## src/design/bre_pkg.sv

```systemverilog
// Shared widths, fixed-point constants and helper functions for the bridge reliability evaluator.
package bre_pkg;

  localparam int FRAC_BITS = 16;
  localparam int VAL_W     = FRAC_BITS + 1;
  localparam int FX_W      = FRAC_BITS + 4;
  localparam int PROD_W    = 2 * FX_W;
  localparam int SUM_W     = FX_W + 1;

  typedef logic [VAL_W-1:0]         val_t;
  typedef logic signed [FX_W-1:0]   fx_t;
  typedef logic signed [PROD_W-1:0] prod_t;
  typedef logic signed [SUM_W-1:0]  sum_t;

  localparam val_t  VAL_ONE  = VAL_W'(1) << FRAC_BITS;
  localparam fx_t   FX_ONE   = FX_W'(1) << FRAC_BITS;
  localparam fx_t   FX_TWO   = FX_W'(1) << (FRAC_BITS + 1);
  localparam fx_t   FX_ZERO  = '0;
  localparam prod_t RND_HALF = PROD_W'(1) << (FRAC_BITS - 1);
  localparam sum_t  SUM_ONE  = SUM_W'(1) << FRAC_BITS;

  function automatic fx_t sat_in(val_t v);
    fx_t res;
    if (v > VAL_ONE) begin
      res = FX_ONE;
    end else begin
      res = $signed({{(FX_W-VAL_W){1'b0}}, v});
    end
    return res;
  endfunction

  function automatic val_t clamp_out(sum_t s);
    val_t res;
    if (s[SUM_W-1]) begin
      res = '0;
    end else if (s > SUM_ONE) begin
      res = VAL_ONE;
    end else begin
      res = s[VAL_W-1:0];
    end
    return res;
  endfunction

endpackage

```

## src/design/bre_fxmul.sv

```systemverilog
// Signed fixed-point multiplier with rounding to nearest, halves away from zero.
module bre_fxmul
  import bre_pkg::*;
(
  input  fx_t a,
  input  fx_t b,
  output fx_t p
);

  prod_t prod;
  prod_t rnd;

  assign prod = prod_t'(a) * prod_t'(b);
  assign rnd  = prod + RND_HALF - $signed({{(PROD_W-1){1'b0}}, prod[PROD_W-1]});
  assign p    = $signed(rnd[FRAC_BITS +: FX_W]);

endmodule

```

## config.mk

```make
export PLATFORM = sky130hd
export DESIGN_NAME = bre_fxmul
export DESIGN_NICKNAME = d
export VERILOG_FILES = /design/src/design/bre_pkg.sv /design/src/design/bre_fxmul.sv
export SDC_FILE = /design/constraint.sdc
export NUM_CORES = 1
export LEC_CHECK = 0
export BUFFER_PORTS_ARGS = -buffer_cell sky130_fd_sc_hd__buf_2
export CAP_MARGIN = 30
export CORE_MARGIN = 1.5
export CORE_UTILIZATION = 50
export DETAILED_ROUTE_END_ITERATION = 8
export GPL_TIMING_DRIVEN = 1
export PLACE_DENSITY = 0.73
export SETUP_SLACK_MARGIN = 0.1
export SLEW_MARGIN = 40
export SYNTH_ARGS = -nofsm -noshare
export SYNTH_HDL_FRONTEND = slang
export SYNTH_SLANG_ARGS = --single-unit
```

## constraint.sdc

```tcl
create_clock -name vclk -period 12.6
set_input_delay 1.26 -clock vclk [all_inputs]
set_output_delay 1.26 -clock vclk [all_outputs]
set_load 0.01 [all_outputs]
```

Word-level counts from Yosys, hierarchy flattened

Index checks and enable logic that the tools add are counted.

$add $sub $neg: 2
$mul: 1
Div/mod/pow operators: 0
$lt $le $gt $ge: 0
Eq/ne operators: 0
Shift-type cells: 0
Multiplexer cells: 0
Bitwise operators: 0
Reduce and logical (&&, ||, !) cells: 0

Operators with widths:

| operator                 | number |
|---|---|
| $mul A20 B20 Y40         | 1 |
| $add A36 B17 Y36 const B | 1 |
| $sub A36 B2 Y36          | 1 |

Bits in registers: 0
Latch bits: 0
Bits in writable memories: 0
Bits in read-only memories: 0
Bits of input ports: 40
Output and inout bits: 20
Logic and storage cells: 3
Memories kept: 0

Depth between registers and ports, before layout

Word-level depth: 3
Gate-level depth with buffers: 38
Mapped depth without buffers: 36

Least setup slack after synthesis

OpenSTA, ideal clock, no wires.

Path type: input-to-output
Start: in a[16]
End: out p[18]
Arrival time: 8826 ps
Required time: 11340 ps
Slack: 2514 ps
Stages on the path: 34
Path buffers: 1
Cells stage by stage: clkbuf_1 > and2_1 > fa_1 > inv_1 > fa_1 > inv_1 > fa_1 > fa_1 > fa_1 > fa_1 > inv_1 > fa_1 > inv_1 > ha_1 > a211o_1 > o32ai_1 > a31oi_1 > a21boi_0 > a21oi_1 > o21bai_1 > a21o_1 > a21o_1 > xnor2_1 > ha_1 > inv_1 > nor2_1 > nor2_1 > o21bai_1 > a21o_1 > a21oi_1 > o22a_1 > o311ai_0 > a21oi_1 > xnor2_1

Cells in the longest elaborated chain, start to end: 3

RTL lines:

| element              | line            | RTL |
|---|---|---|
| start, declared      | bre_fxmul.sv:5  | `input fx_t a,` |
| $mul A20 B20 Y40 (*) | bre_fxmul.sv:13 | `assign prod = prod_t'(a) * prod_t'(b);` |
| $add A36 B17 Y36     | bre_fxmul.sv:14 | `assign rnd = prod + RND_HALF - $signed({{(PROD_W-1){1'b0}}, prod[PROD_W-1]});` |
| $sub A36 B2 Y36 (*)  | bre_fxmul.sv:14 |  |
| end, declared        | bre_fxmul.sv:7  | `output fx_t p` |

Mark *: on every way between the ends. The rest lies on a longest branch, timed or not.

Worst setup path after layout

Start: in a[9]
End: out p[18]

The elaborated chain is that of the path after synthesis.

==> results_dict.tcl <==
set metrics [dict create \
    endpoint_kind "output pin" \
    maxCapViolations 0 \
    antenna_left 0 \
    routed_wire_length_per_instance_um 16.6 \
    design.core.area_um2 33400 \
    grt_pass1_vias 14000 \
    cts_hold_buf 0 \
    cp.required_ps 11340 \
    fill_cells 3060 \
    synth_cell_types 63 \
    dr_total_vias 12500 \
    rsz0062_at_grt "no" \
    synth_top_area_share_pct 49.5 \
    clkbuf_count 0 \
    grt_pass1_wl_um 68500 \
    worstPathMaxFanout 20 \
    hold_viol 0 \
    drive_gt1_share_pct 3.85 \
    yosys-top-cells-area "fa_1 49%, ha_1 10%, inv_1 10%" \
    die-area_um2 35100 \
    synth_seq_area_share_pct 0 \
    grt-ovfl-total 0 \
    ios 60 \
    route.detailed.drc 0 \
    outcome "finished, final reports clean" \
    yosysWarnings 0 \
    post-dp-hpwl_um 34000 \
    yosysTopAreaCell "fa_1" \
    hold_class "input port to output pin" \
    track_usage_pct 24.1 \
    fin_crit_sh_pct 87.2 \
    drt_iter0_drc 673 \
    slew_viol_final 0 \
    critPathSlowestCell "fa_1" \
    cp-start-kind "input port" \
    gp_congestion 0.949 \
    synth_nets 2518 \
    fin_nets 2497 \
    seq_area_um2 0 \
    postCtsSetupBuffers 0 \
    final_core_util_pct 52.4 \
    cts_resized 0 \
    die_w_um 187 \
    clock.fmax_ghz 0.0910 \
    crit_type "input port to output pin" \
    tightest_slew_ps 763 \
    fp-row-count 67 \
    grt_start_max_net_pins 22 \
    io_buffer_count 60 \
    arrival_ps 9730 \
    syn_area_per_cell_um2 8.86 \
    via_per_inst 5.34 \
    seq_cells 0 \
    die_h_um 187 \
    netlist_area_um2 17000 \
    initial_utilization_pct 50.8 \
    final.min_clock_period_ps 10990 \
    totalNegativeSetupSlack_ps 0 \
    report.final.setup_viol 0 \
    slowest_delay_ps 560 \
    dr.pass1.iters 7 \
    antenna_found_initial 1 \
    syn_to_final_growth_pct 3.25 \
    wl_um 38900 \
    syn-instance-count 1918 \
    slew_headroom_pct 48.8 \
    cpMostUsedCell "fa_1" \
]
layout make-up:
type                       count  area, um^2  area share (%)
antenna                        1        2.50          0.0143
inverter                     455        1710            9.74
multi-input combinational   1379       15000            85.3
tap                          448         561            3.20
timing repair buffer          61         308            1.76
critical path: cells and delay by family:
kind | cells | cell delay, ps
fa+ha+maj | 9 | 4080
compound gates | 13 | 2640
buf+inv | 7 | 830
simple gates | 4 | 580
xor+xnor | 2 | 280
synth_stat cells, types with 2 or more instances:
master / n
o311ai_0: 3
or3_1: 2
nor2b_1: 15
nor4_1: 5
buf_2: 3
or2_2: 2
clkbuf_1: 80
a21boi_0: 2
o21a_1: 11
nand3b_1: 2
a221oi_1: 3
a21oi_1: 57
a211oi_1: 8
a31oi_1: 6
a311oi_1: 2
o211ai_1: 3
nor2_1: 40
and2_1: 222
xor2_1: 16
nand4_1: 3
nand2_1: 203
nor3b_1: 2
ha_1: 140
nand2b_1: 17
a311o_1: 2
o21ai_0: 41
xnor3_1: 3
a211o_1: 2
nand3_1: 17
o31a_1: 3
o2111ai_1: 4
nor3_1: 8
xnor2_1: 38
fa_1: 420
nor4b_1: 2
and3_1: 7
inv_1: 455
o21bai_1: 10
a21o_1: 35
layout by cell type (no fill, tap or decap), types with 17 or more instances in the layout:
master	count
nor2_1	40
fa_1	420
inv_1	455
and2_1	222
nand3_1	17
xnor2_1	38
a21o_1	35
ha_1	140
nand2_1	203
buf_2	60
o21ai_0	41
nand2b_1	17
a21oi_1	57
kinds of logic after synthesis:
group	synth area share (%)
compound gates	8.23
mux	0.125
simple gates	16.7
buf+inv	11.9
fa+ha+maj	59.8
xor+xnor	3.18
per-stage QoR:
stage          area, um^2  hold WS, ps  setup slack, ps  instances
5_1_grt             17500         3920              952       2343
3_5_place_dp        17500         3800             1650       2343
4_1_cts             17500         3800             1630       2343
6_report            17500         3800             1610       2344
2_1_floorplan       17000         3110             2510       1918
3_3_place_gp        17500         3790             1800       2343
path summary, 6_finish.rpt:
path / depth (start not counted) / from / slack, ps / endpoint
worst max-delay path: 35 / a[9] / 1610 / p[18]
worst min-delay path: 9 / b[0] / 3800 / p[3]
routing by layer:
metal	share of wire, %	GRT usage (%)	vias to the layer above	routed length [um]
li1	-	-	5684	-
met1	39	28.6	6448	15000
met2	53	45.8	301	20700
met3	3.7	1.33	87	1420
met4	4.5	9.00	0	1750
met5	0	0	-	0
Power is left out: the tool's default activity adds up to more than one toggle a clock period on the data nets, which glitch-free logic cannot reach.
